### config.mk
export PLATFORM = sky130hd
export DESIGN_NAME = button_gesture_detector_flat
export DESIGN_NICKNAME = d
export VERILOG_FILES = /design/src/sv/bgd_pkg.sv /design/src/sv/bgd_if.sv /design/src/sv/button_gesture_detector.sv /design/src/sv/bgd_front.sv /design/src/sv/bgd_fifo.sv /design/src/sv/bgd_back.sv /design/src/flat_wrapper.sv
export SDC_FILE = /design/constraint.sdc
export NUM_CORES = 1
export LEC_CHECK = 0
export ABC_AREA = 0
export BUFFER_PORTS_ARGS = -buffer_cell sky130_fd_sc_hd__buf_2
export CORE_ASPECT_RATIO = 0.5
export CORE_MARGIN = 3
export CORE_UTILIZATION = 50
export DETAILED_ROUTE_END_ITERATION = 8
export PLACE_DENSITY = 0.74
export SYNTH_ARGS = -nofsm -noshare
export SYNTH_HDL_FRONTEND = slang
export SYNTH_SLANG_ARGS = --single-unit
### constraint.sdc
create_clock -name clk_i -period 25.1 [get_ports clk_i]
set_input_delay 2.51 -clock clk_i [delete_from_list [all_inputs] [get_ports clk_i]]
set_output_delay 2.51 -clock clk_i [all_outputs]
set_load 0.005 [all_outputs]
### src/sv/bgd_pkg.sv
package bgd_pkg;

  // slots that can be enabled at most
  localparam int unsigned MAX_ACTIVE = 8;

  // field widths
  localparam int unsigned SLOT_W    = 3;
  localparam int unsigned REQ_W     = 2;
  localparam int unsigned CODE_W    = 2;
  localparam int unsigned CFG_IDX_W = 3;
  localparam int unsigned CFG_DAT_W = 32;
  localparam int unsigned CNT_W     = 4;
  localparam int unsigned STAMP_W   = 32;
  localparam int unsigned WIN_W     = 16;

  // register indexes
  localparam logic [CFG_IDX_W-1:0] CFG_SLOT_ENABLE = 3'd0;
  localparam logic [CFG_IDX_W-1:0] CFG_EVENT_MASKS = 3'd1;
  localparam logic [CFG_IDX_W-1:0] CFG_PRESS_WIN   = 3'd2;
  localparam logic [CFG_IDX_W-1:0] CFG_LONG_PRESS  = 3'd3;
  localparam logic [CFG_IDX_W-1:0] CFG_MULTI_CNT   = 3'd4;

  // register reset values and the multi-press count default
  localparam logic [WIN_W-1:0] PRESS_WIN_RST  = 16'd300;
  localparam logic [WIN_W-1:0] LONG_PRESS_RST = 16'd1000;
  localparam logic [CNT_W-1:0] MULTI_CNT_RST  = 4'd3;
  localparam logic [CNT_W-1:0] MULTI_CNT_DEF  = 4'd3;

  // click count values of note
  localparam logic [CNT_W-1:0] CNT_SAT    = 4'd15;
  localparam logic [CNT_W-1:0] CNT_DOUBLE = 4'd2;

  // request types
  typedef enum logic [REQ_W-1:0] {
    OP_RISE = 2'd0,
    OP_FALL = 2'd1,
    OP_TICK = 2'd2,
    OP_SCAN = 2'd3
  } op_e;

  // event codes
  typedef enum logic [CODE_W-1:0] {
    EV_PRESS  = 2'd0,
    EV_LONG   = 2'd1,
    EV_DOUBLE = 2'd2,
    EV_MULTI  = 2'd3
  } ev_e;

  // per-slot mode
  typedef enum logic [1:0] {
    MODE_RELEASED = 2'd0,
    MODE_PRESSED  = 2'd1,
    MODE_LONG     = 2'd2,
    MODE_MULTI    = 2'd3
  } slot_mode_e;

  // classified command passed from front to back
  typedef struct packed {
    op_e               op;
    logic [SLOT_W-1:0] slot;
  } cmd_t;

endpackage

### src/sv/bgd_if.sv
interface req_if import bgd_pkg::*; ();
  logic              valid;
  logic              ready;
  logic [REQ_W-1:0]  req_type;
  logic [SLOT_W-1:0] slot;

  modport source (output valid, output req_type, output slot, input ready);
  modport sink   (input valid, input req_type, input slot, output ready);
endinterface

interface evt_if import bgd_pkg::*; ();
  logic              valid;
  logic              ready;
  logic [SLOT_W-1:0] event_slot;
  logic [CODE_W-1:0] event_code;
  logic              last;

  modport source (output valid, output event_slot, output event_code, output last,
                  input ready);
  modport sink   (input valid, input event_slot, input event_code, input last,
                  output ready);
endinterface

interface cfg_if import bgd_pkg::*; ();
  logic                 valid;
  logic                 ready;
  logic [CFG_IDX_W-1:0] index;
  logic [CFG_DAT_W-1:0] wdata;

  modport source (output valid, output index, output wdata, input ready);
  modport sink   (input valid, input index, input wdata, output ready);
endinterface

### src/sv/button_gesture_detector.sv
// Button gesture detector: tracks up to eight enabled button slots and turns rising
// edges, falling edges, millisecond ticks and scan requests into press, long-press,
// double-press and multi-press events, each gated by the slot's event mask. Requests
// enter a two-entry command queue, so the input side keeps taking requests while the
// back end works or waits on the event channel. The back end runs one request at a
// time: an edge or a tick passes through fetch, execute and finish, a scan visits
// each slot in two steps (long/multi check, then click window expiry), and a stall
// on the event channel holds either. The final event of a request carries last; a
// request whose events are all masked produces no transfer. Configuration writes are
// taken in any cycle and are meant to be issued only while the block is idle.
module button_gesture_detector import bgd_pkg::*; #(
  parameter int unsigned NUM_SLOTS = 8
) (
  input  logic  clk_i,
  input  logic  rst_ni,
  req_if.sink   req,
  evt_if.source evt,
  cfg_if.sink   cfg
);

  logic q_ready;
  logic q_push;
  cmd_t q_cmd_in;
  logic q_valid;
  logic q_pop;
  cmd_t q_cmd_out;

  // request classification
  bgd_front u_front (
    .req       (req),
    .q_ready_i (q_ready),
    .q_push_o  (q_push),
    .q_cmd_o   (q_cmd_in)
  );

  // command queue between front and back
  bgd_fifo u_fifo (
    .clk_i   (clk_i),
    .rst_ni  (rst_ni),
    .push_i  (q_push),
    .cmd_i   (q_cmd_in),
    .ready_o (q_ready),
    .pop_i   (q_pop),
    .valid_o (q_valid),
    .cmd_o   (q_cmd_out)
  );

  // slot state, sequencer and event output
  bgd_back #(
    .NUM_SLOTS (NUM_SLOTS)
  ) u_back (
    .clk_i       (clk_i),
    .rst_ni      (rst_ni),
    .cmd_valid_i (q_valid),
    .cmd_i       (q_cmd_out),
    .cmd_pop_o   (q_pop),
    .cfg         (cfg),
    .evt         (evt)
  );

endmodule

### src/sv/bgd_front.sv
module bgd_front import bgd_pkg::*; (
  req_if.sink  req,
  input  logic q_ready_i,
  output logic q_push_o,
  output cmd_t q_cmd_o
);

  // accept whenever the queue has room
  assign req.ready = q_ready_i;
  assign q_push_o  = req.valid && q_ready_i;

  // classify the request type
  always_comb begin
    q_cmd_o.slot = req.slot;
    case (req.req_type)
      OP_RISE: q_cmd_o.op = OP_RISE;
      OP_FALL: q_cmd_o.op = OP_FALL;
      OP_TICK: q_cmd_o.op = OP_TICK;
      default: q_cmd_o.op = OP_SCAN;
    endcase
  end

endmodule

### src/sv/bgd_fifo.sv
module bgd_fifo import bgd_pkg::*; (
  input  logic clk_i,
  input  logic rst_ni,
  input  logic push_i,
  input  cmd_t cmd_i,
  output logic ready_o,
  input  logic pop_i,
  output logic valid_o,
  output cmd_t cmd_o
);

  cmd_t       mem_q [2];
  logic       wr_ptr_q, wr_ptr_d;
  logic       rd_ptr_q, rd_ptr_d;
  logic [1:0] cnt_q, cnt_d;

  assign ready_o = (cnt_q != 2'd2);
  assign valid_o = (cnt_q != 2'd0);
  assign cmd_o   = mem_q[rd_ptr_q];

  // pointer and fill count update
  always_comb begin
    wr_ptr_d = wr_ptr_q;
    rd_ptr_d = rd_ptr_q;
    cnt_d    = cnt_q;
    if (push_i) begin
      wr_ptr_d = ~wr_ptr_q;
    end
    if (pop_i) begin
      rd_ptr_d = ~rd_ptr_q;
    end
    if (push_i && !pop_i) begin
      cnt_d = cnt_q + 2'd1;
    end else if (!push_i && pop_i) begin
      cnt_d = cnt_q - 2'd1;
    end
  end

  always_ff @(posedge clk_i or negedge rst_ni) begin
    if (!rst_ni) begin
      wr_ptr_q <= 1'b0;
      rd_ptr_q <= 1'b0;
      cnt_q    <= 2'd0;
    end else begin
      wr_ptr_q <= wr_ptr_d;
      rd_ptr_q <= rd_ptr_d;
      cnt_q    <= cnt_d;
    end
  end

  // entry storage
  always_ff @(posedge clk_i) begin
    if (push_i) begin
      mem_q[wr_ptr_q] <= cmd_i;
    end
  end

endmodule

### src/sv/bgd_back.sv
module bgd_back import bgd_pkg::*; #(
  parameter int unsigned NUM_SLOTS = 8
) (
  input  logic clk_i,
  input  logic rst_ni,
  input  logic cmd_valid_i,
  input  cmd_t cmd_i,
  output logic cmd_pop_o,
  cfg_if.sink  cfg,
  evt_if.source evt
);

  localparam int unsigned ActSlots = (NUM_SLOTS < MAX_ACTIVE) ? NUM_SLOTS : MAX_ACTIVE;
  localparam int unsigned IdxW     = (ActSlots > 1) ? $clog2(ActSlots) : 1;
  localparam logic [IdxW-1:0] LastIdx = IdxW'(ActSlots - 1);

  typedef enum logic [2:0] {
    ST_IDLE = 3'b001,
    ST_RUN  = 3'b010,
    ST_DONE = 3'b100
  } st_e;

  st_e  st_q, st_d;
  cmd_t cmd_q;
  logic [IdxW-1:0] idx_q;
  logic            phase_q;
  slot_mode_e      scan_mode_q;

  // configuration registers
  logic [MAX_ACTIVE-1:0] slot_en_q;
  logic [31:0]           ev_mask_q;
  logic [WIN_W-1:0]      press_win_q;
  logic [WIN_W-1:0]      long_ms_q;
  logic [CNT_W-1:0]      multi_q;

  // per-slot state
  slot_mode_e         mode_q   [ActSlots];
  logic [CNT_W-1:0]   cnt_q    [ActSlots];
  logic [STAMP_W-1:0] cstamp_q [ActSlots];
  logic [STAMP_W-1:0] hstamp_q [ActSlots];
  logic [STAMP_W-1:0] now_q;

  // pending event and output stage
  logic              pend_valid_q;
  logic [SLOT_W-1:0] pend_slot_q;
  ev_e               pend_code_q;
  logic              out_valid_q;
  logic [SLOT_W-1:0] out_slot_q;
  ev_e               out_code_q;
  logic              out_last_q;

  logic              cfg_wr;
  logic [MAX_ACTIVE-1:0] en_rising;
  logic [SLOT_W-1:0] cur_slot;
  logic [IdxW-1:0]   ai;
  logic              cur_active;
  slot_mode_e        cur_mode;
  logic [CNT_W-1:0]  cur_cnt;
  logic [STAMP_W-1:0] sel_stamp;
  logic [WIN_W-1:0]  sel_limit;
  logic [STAMP_W-1:0] elapsed;
  logic              timeout;
  logic [CNT_W-1:0]  target;
  logic              want_ev;
  ev_e               ev_code;
  logic              ev_fire;
  logic              out_free;
  logic              stall;
  logic              step_go;
  logic              load_mid;
  logic              load_end;
  logic              wr_mode, wr_cnt, wr_stamps, wr_cstamp;
  slot_mode_e        nxt_mode;
  logic [CNT_W-1:0]  nxt_cnt;

  assign cfg.ready = 1'b1;
  assign cfg_wr    = cfg.valid;
  assign en_rising = cfg.wdata[MAX_ACTIVE-1:0] & ~slot_en_q;

  // slot under work and its state
  assign cur_slot   = (cmd_q.op == OP_SCAN) ? SLOT_W'(idx_q) : cmd_q.slot;
  assign ai         = cur_slot[IdxW-1:0];
  assign cur_active = (32'(cur_slot) < ActSlots) && slot_en_q[cur_slot];
  assign cur_mode   = mode_q[ai];
  assign cur_cnt    = cnt_q[ai];

  // shared timeout compare: hold stamp in the first scan step, click stamp otherwise
  always_comb begin
    if (cmd_q.op == OP_SCAN && !phase_q) begin
      sel_stamp = hstamp_q[ai];
      sel_limit = long_ms_q;
    end else begin
      sel_stamp = cstamp_q[ai];
      sel_limit = press_win_q;
    end
  end
  assign elapsed = now_q - sel_stamp;
  assign timeout = elapsed > {16'd0, sel_limit};
  assign target  = (multi_q == '0) ? MULTI_CNT_DEF : multi_q;

  // per-step slot update and event request
  always_comb begin
    want_ev   = 1'b0;
    ev_code   = EV_PRESS;
    wr_mode   = 1'b0;
    wr_cnt    = 1'b0;
    wr_stamps = 1'b0;
    wr_cstamp = 1'b0;
    nxt_mode  = cur_mode;
    nxt_cnt   = cur_cnt;
    if (cur_active) begin
      case (cmd_q.op)
        OP_RISE: begin
          if (cur_mode == MODE_RELEASED || cur_mode == MODE_MULTI) begin
            wr_stamps = 1'b1;
            wr_mode   = 1'b1;
            nxt_mode  = MODE_PRESSED;
            if (cur_cnt == '0) begin
              want_ev = 1'b1;
              ev_code = EV_PRESS;
            end
          end
        end
        OP_FALL: begin
          if (cur_mode == MODE_PRESSED || cur_mode == MODE_LONG) begin
            if (!timeout) begin
              wr_cstamp = 1'b1;
              if (cur_cnt != CNT_SAT) begin
                wr_cnt  = 1'b1;
                nxt_cnt = cur_cnt + 4'd1;
              end
            end
            wr_mode  = 1'b1;
            nxt_mode = MODE_RELEASED;
          end
        end
        OP_SCAN: begin
          if (!phase_q) begin
            // long press and multi press checks
            case (cur_mode)
              MODE_PRESSED: begin
                if (timeout && cur_cnt == '0) begin
                  want_ev  = 1'b1;
                  ev_code  = EV_LONG;
                  wr_mode  = 1'b1;
                  nxt_mode = MODE_LONG;
                end
              end
              MODE_RELEASED: begin
                if (cur_cnt == target) begin
                  want_ev  = 1'b1;
                  ev_code  = EV_MULTI;
                  wr_mode  = 1'b1;
                  nxt_mode = MODE_MULTI;
                end
              end
              default: ;
            endcase
          end else begin
            // click window expiry, by the mode seen in the first step
            case (scan_mode_q)
              MODE_PRESSED, MODE_MULTI: begin
                if (timeout) begin
                  wr_cnt  = 1'b1;
                  nxt_cnt = '0;
                end
              end
              MODE_RELEASED: begin
                if (timeout) begin
                  if (cur_cnt == CNT_DOUBLE) begin
                    want_ev = 1'b1;
                    ev_code = EV_DOUBLE;
                  end
                  wr_cnt  = 1'b1;
                  nxt_cnt = '0;
                end
              end
              default: ;
            endcase
          end
        end
        default: ;
      endcase
    end
  end

  // event gating and handshake with the output stage
  assign ev_fire   = want_ev && ev_mask_q[{cur_slot, ev_code}];
  assign out_free  = !out_valid_q || evt.ready;
  assign stall     = ev_fire && pend_valid_q && !out_free;
  assign step_go   = (st_q == ST_RUN) && !stall;
  assign load_mid  = step_go && ev_fire && pend_valid_q;
  assign load_end  = (st_q == ST_DONE) && pend_valid_q && out_free;
  assign cmd_pop_o = (st_q == ST_IDLE) && cmd_valid_i;

  // sequencer
  always_comb begin
    st_d = st_q;
    case (st_q)
      ST_IDLE: begin
        if (cmd_valid_i) begin
          st_d = ST_RUN;
        end
      end
      ST_RUN: begin
        if (step_go) begin
          if (cmd_q.op != OP_SCAN) begin
            st_d = ST_DONE;
          end else if (phase_q && idx_q == LastIdx) begin
            st_d = ST_DONE;
          end
        end
      end
      ST_DONE: begin
        if (!pend_valid_q || out_free) begin
          st_d = ST_IDLE;
        end
      end
      default: st_d = ST_IDLE;
    endcase
  end

  always_ff @(posedge clk_i or negedge rst_ni) begin
    if (!rst_ni) begin
      st_q        <= ST_IDLE;
      idx_q       <= '0;
      phase_q     <= 1'b0;
      scan_mode_q <= MODE_RELEASED;
      now_q       <= '0;
    end else begin
      st_q <= st_d;
      if (cmd_pop_o) begin
        idx_q   <= '0;
        phase_q <= 1'b0;
      end else if (step_go && cmd_q.op == OP_SCAN) begin
        phase_q <= ~phase_q;
        if (!phase_q) begin
          scan_mode_q <= cur_mode;
        end else if (idx_q != LastIdx) begin
          idx_q <= idx_q + IdxW'(1);
        end
      end
      if (step_go && cmd_q.op == OP_TICK) begin
        now_q <= now_q + 32'd1;
      end
    end
  end

  // command latch
  always_ff @(posedge clk_i) begin
    if (cmd_pop_o) begin
      cmd_q <= cmd_i;
    end
  end

  // configuration registers
  always_ff @(posedge clk_i or negedge rst_ni) begin
    if (!rst_ni) begin
      slot_en_q   <= '0;
      ev_mask_q   <= '0;
      press_win_q <= PRESS_WIN_RST;
      long_ms_q   <= LONG_PRESS_RST;
      multi_q     <= MULTI_CNT_RST;
    end else if (cfg_wr) begin
      case (cfg.index)
        CFG_SLOT_ENABLE: slot_en_q   <= cfg.wdata[MAX_ACTIVE-1:0];
        CFG_EVENT_MASKS: ev_mask_q   <= cfg.wdata;
        CFG_PRESS_WIN:   press_win_q <= cfg.wdata[WIN_W-1:0];
        CFG_LONG_PRESS:  long_ms_q   <= cfg.wdata[WIN_W-1:0];
        CFG_MULTI_CNT:   multi_q     <= cfg.wdata[CNT_W-1:0];
        default: ;
      endcase
    end
  end

  // slot state: enabling a slot resets its mode and count
  always_ff @(posedge clk_i or negedge rst_ni) begin
    if (!rst_ni) begin
      for (int i = 0; i < ActSlots; i++) begin
        mode_q[i]   <= MODE_RELEASED;
        cnt_q[i]    <= '0;
        cstamp_q[i] <= '0;
        hstamp_q[i] <= '0;
      end
    end else begin
      for (int i = 0; i < ActSlots; i++) begin
        if (cfg_wr && cfg.index == CFG_SLOT_ENABLE && en_rising[i]) begin
          mode_q[i] <= MODE_RELEASED;
          cnt_q[i]  <= '0;
        end else if (step_go && ai == IdxW'(i)) begin
          if (wr_mode) begin
            mode_q[i] <= nxt_mode;
          end
          if (wr_cnt) begin
            cnt_q[i] <= nxt_cnt;
          end
          if (wr_stamps || wr_cstamp) begin
            cstamp_q[i] <= now_q;
          end
          if (wr_stamps) begin
            hstamp_q[i] <= now_q;
          end
        end
      end
    end
  end

  // pending event and output valid
  always_ff @(posedge clk_i or negedge rst_ni) begin
    if (!rst_ni) begin
      pend_valid_q <= 1'b0;
      out_valid_q  <= 1'b0;
    end else begin
      if (step_go && ev_fire) begin
        pend_valid_q <= 1'b1;
      end else if (load_end) begin
        pend_valid_q <= 1'b0;
      end
      if (load_mid || load_end) begin
        out_valid_q <= 1'b1;
      end else if (evt.ready) begin
        out_valid_q <= 1'b0;
      end
    end
  end

  // event payload
  always_ff @(posedge clk_i) begin
    if (step_go && ev_fire) begin
      pend_slot_q <= cur_slot;
      pend_code_q <= ev_code;
    end
    if (load_mid || load_end) begin
      out_slot_q <= pend_slot_q;
      out_code_q <= pend_code_q;
      out_last_q <= load_end;
    end
  end

  assign evt.valid      = out_valid_q;
  assign evt.event_slot = out_slot_q;
  assign evt.event_code = out_code_q;
  assign evt.last       = out_last_q;

endmodule
### src/flat_wrapper.sv
// flat-port wrapper written by rule: the top's interface ports become plain ports
module button_gesture_detector_flat import bgd_pkg::*;
#(
  parameter int unsigned NUM_SLOTS = 8
)
  (clk_i, rst_ni, req_valid, req_req_type, req_slot, req_ready, evt_valid, evt_event_slot, evt_event_code, evt_last, evt_ready, cfg_valid, cfg_index, cfg_wdata, cfg_ready);
  req_if req_i ();
  evt_if evt_i ();
  cfg_if cfg_i ();
  input  logic clk_i;
  input  logic rst_ni;
  input wire logic [$bits(req_i.valid)-1:0] req_valid;
  input wire logic [$bits(req_i.req_type)-1:0] req_req_type;
  input wire logic [$bits(req_i.slot)-1:0] req_slot;
  output wire logic [$bits(req_i.ready)-1:0] req_ready;
  output wire logic [$bits(evt_i.valid)-1:0] evt_valid;
  output wire logic [$bits(evt_i.event_slot)-1:0] evt_event_slot;
  output wire logic [$bits(evt_i.event_code)-1:0] evt_event_code;
  output wire logic [$bits(evt_i.last)-1:0] evt_last;
  input wire logic [$bits(evt_i.ready)-1:0] evt_ready;
  input wire logic [$bits(cfg_i.valid)-1:0] cfg_valid;
  input wire logic [$bits(cfg_i.index)-1:0] cfg_index;
  input wire logic [$bits(cfg_i.wdata)-1:0] cfg_wdata;
  output wire logic [$bits(cfg_i.ready)-1:0] cfg_ready;
  assign req_i.valid = req_valid;
  assign req_i.req_type = req_req_type;
  assign req_i.slot = req_slot;
  assign req_ready = req_i.ready;
  assign evt_valid = evt_i.valid;
  assign evt_event_slot = evt_i.event_slot;
  assign evt_event_code = evt_i.event_code;
  assign evt_last = evt_i.last;
  assign evt_i.ready = evt_ready;
  assign cfg_i.valid = cfg_valid;
  assign cfg_i.index = cfg_index;
  assign cfg_i.wdata = cfg_wdata;
  assign cfg_ready = cfg_i.ready;
  button_gesture_detector #(.NUM_SLOTS(NUM_SLOTS)) u_core (.clk_i(clk_i), .rst_ni(rst_ni), .req(req_i), .evt(evt_i), .cfg(cfg_i));
endmodule
==> metrics.cfg <==
[status]
status = complete, no violations

[global_route]
overflow = 0
antenna_found_initial = 0
grt_usage = 0.250
grt_first_pass_wirelength_um = 144000
first_global_vias = 24125
grt_max_degree = 185

[logic_synthesis]
avgSynthCellArea_um2 = 12.5
synthesis.nets = 2952
synth_area_um2 = 35500
yosys.cell_types.count = 84
synth_edf_count = 26
netlist_instances = 2842
ys_ff_latch = 709
synth_top_family_by_area = multiplexers
synth_fa_ha_area_frac = 0.0231
synth_xor_area_frac = 0.0158
async_reset_ff_frac = 0.963
yosysSeqAreaShare = 0.503
muxShareOfSynthArea = 0.280
synthFlopType = dfrtp_1
synth_compound_area_frac = 0.0451
ys_warn_count = 0
yosys.area_share.simple = 0.0981

[layout]
finalInstanceArea_um2 = 38500
drive_gt1_frac = 0.312
antenna_cells = 0
fin_cells = 3785
final_common_cell = dfrtp_1
layout.nets = 2905
final_cell_mix = dfrtp_1 (670), mux2_2 (498), nand2_1 (337)
area_growth_pct = 8.44

[power_and_ir_drop]
swShare = 0.379
power_density_nw_per_um2 = 101
p_seq_frac = 0.348
power_switching_w = 0.00147
clockPowerShare = 0.257
comb_power_share = 0.395
peakVddDrop_mv = 0.0931
p_leak_nw = 18.0
internal_power_w = 0.00241

[placed_design]
dp_hpwl_um = 58600
place_ws_ns = 13.38
numPortBuffers = 52
place_area_um2 = 36400
gp_congestion = 0.957
placed_cells = 3671

[drt]
avgRoutedWirePerCell_um = 24.3
vias = 23624
via_per_inst = 6.24
wirelength_um = 92000
drt_pass1_iterations = 5
route.detailed.drc = 0
ant_nets = 0
first_iter_violations = 2202

[clock_tree]
cts_buffer_depth = 3
clk_pin_slew_ns = 0.06
clock-sinks = 709
cts-buffers-inserted = 67
clock-root-buffer = clkbuf_16
tritoncts = built
insertion_delay_ns = 0.62
holdBufCountCts = 0
cts.repair.resized = 0
cts_setup_buffers = 0
h-tree-depth = 3

[worst_setup_path]
critPathMaxStageDelay_ns = 1.02
cpMaxStageDelayCell = nor3_4
crit_arrival_ns = 12.38
endpoint_kind = flip-flop
required_ns = 25.59
cp_max_fo = 55
crit_type = reg -> reg
critPathLaunchType = flip-flop

[run]
cap_viol_max_count = 0

[sta]
worst_slew_pin_slew_ns = 1.38
rsz0062_at_grt = false
setup_slack_ns = 13.21
period_share = 0.474
period_minus_slack_ns = 11.89
fin_skew_ns = 0.0243
slew_headroom = 0.0797
fmax_ghz = 0.0841
hold_viol = 0
setup_tns_ns = 0
setup_viol_count_final = 0
slew_violations = 0

[floorplan]
io_pins = 54
die_area_um2 = 74500
core.rowCount = 68
initial_core_util = 0.510
dieWidth_um = 383
core_area_um2 = 69700
dieHeight_um = 195

[worst_hold_path]
hp-class = reg -> reg

## final timing paths
path,start,endpoint,slack [ns],cells after the start
setup / recovery,u_core.u_back.cmd_q[4],u_core.u_back.cstamp_q[231],13.21,33
hold / removal,u_core.u_back.pend_slot_q[1],u_core.u_back.evt.event_slot[1],0.43,0
setup reg to reg,u_core.u_back.cmd_q[4],u_core.u_back.cstamp_q[231],13.21,33
hold reg to reg,u_core.u_back.pend_slot_q[1],u_core.u_back.evt.event_slot[1],0.43,0
max in group asynchronous,rst_ni,u_core.u_back.cstamp_q[170],19.99,4
min in group asynchronous,rst_ni,u_core.u_back.hstamp_q[153],1.92,1
## synthesized netlist by cell type (12+ instances only)
library cell | number | area, µm²
a211oi_1 | 20 | 150
a21o_1 | 16 | 120
a21oi_1 | 59 | 295
and3_1 | 17 | 106
buf_1 | 29 | 109
buf_2 | 21 | 105
buf_4 | 26 | 195
buf_6 | 12 | 135
clkbuf_1 | 122 | 458
dfrtp_1 | 670 | 16800
dfstp_2 | 13 | 342
edfxtp_1 | 26 | 781
ha_1 | 64 | 801
inv_1 | 46 | 173
mux2_1 | 55 | 619
mux2_2 | 498 | 5610
mux2i_1 | 70 | 701
mux4_2 | 134 | 3020
nand2_1 | 337 | 1260
nand2b_1 | 12 | 75.1
nand3_1 | 103 | 515
nand4_1 | 23 | 144
nor2_1 | 86 | 323
nor2b_1 | 15 | 93.8
nor3_1 | 33 | 165
nor4_1 | 26 | 163
o21ai_0 | 73 | 365
or3_1 | 13 | 81.3
xnor2_1 | 27 | 236
xor2_1 | 37 | 324
## power by group through the flow
stage	Clock [W]	Combinational, W	Sequential [W]
2_1_floorplan	0	0.00110	0.00133
3_3_place_gp	0	0.00149	0.00136
3_5_place_dp	0	0.00151	0.00137
4_1_cts	0.00101	0.00152	0.00135
5_1_grt	0.00106	0.00167	0.00136
6_report	0.000999	0.00153	0.00135
## registers in the layout, summed over array words and instances (netlist names), 2 cells and up
name and cells:
u_core.u_back.mode_q 16, u_core.u_back.cmd_q 5, u_core.u_back.evt.event_slot 3, u_core.u_back.pend_code_q 2, u_core.u_back.multi_q 4, u_core.u_back.press_win_q 16
u_core.u_fifo.cnt_q 2, u_core.u_back.slot_en_q 8, u_core.u_back.pend_slot_q 3, u_core.u_back.long_ms_q 16, u_core.u_back.now_q 32, u_core.u_back.st_q 3
u_core.u_back.cstamp_q 256, u_core.u_back.scan_mode_q 2, u_core.u_back.idx_q 3, u_core.u_back.cnt_q 32, u_core.u_fifo.mem_q 10, u_core.u_back.ev_mask_q 32
u_core.u_back.hstamp_q 256, u_core.u_back.evt.event_code 2
## cells by family (layout without fill, tap and decap cells)
family	count (synthesis)	after routing
AO/OA/AOI/OAI	251	251
XOR/XNOR	64	64
adder cells (fa/ha/maj)	65	65
buffers and inverters	263	261
flip-flops	709	709
multiplexers	758	758
other	1	1
AND/OR/NAND/NOR	731	731
## critical path: cells and delay by family (launching register included)
family | cells | cell delay, ns
buffers and inverters | 4 | 2.08
adders and majority gates | 3 | 1.44
AOI/OAI and AO/OA | 11 | 2.53
xor gates and xnor gates | 1 | 0.16
and+or+nand+nor | 11 | 3.88
muxes | 3 | 1.18
DFF | 1 | 0.40
## metrics by stage
stage / utilization / hold slack [ns] / power, W
floorplan: - / 0.400 / 0.00243
global placement: 0.523 / 0.404 / 0.00285
detailed placement: 0.523 / 0.407 / 0.00288
CTS: 0.553 / 0.424 / 0.00388
global route: 0.553 / 0.435 / 0.00410
finish: 0.553 / 0.426 / 0.00388
## per-layer routing
metal | routed length, µm | GRT usage | up-vias | share of wire
li1 | - | - | 10188 | -
met5 | 0 | 0 | - | 0
met1 | 41200 | 0.365 | 12406 | 0.45
met2 | 41300 | 0.378 | 868 | 0.45
met3 | 7150 | 0.0518 | 162 | 0.078
met4 | 2350 | 0.0731 | 0 | 0.026
## area by class of cell
cell class              count  area [µm²]
fillers                  5642       31100
flip-flops and latches    709       17900
multi-input cells        1870       16500
clock buffers             103        2000
well taps                 945        1180
repair buffers             97         621
inverters                  50         201
clock inverters            11         113
Power figures use the tool's default switching activity.
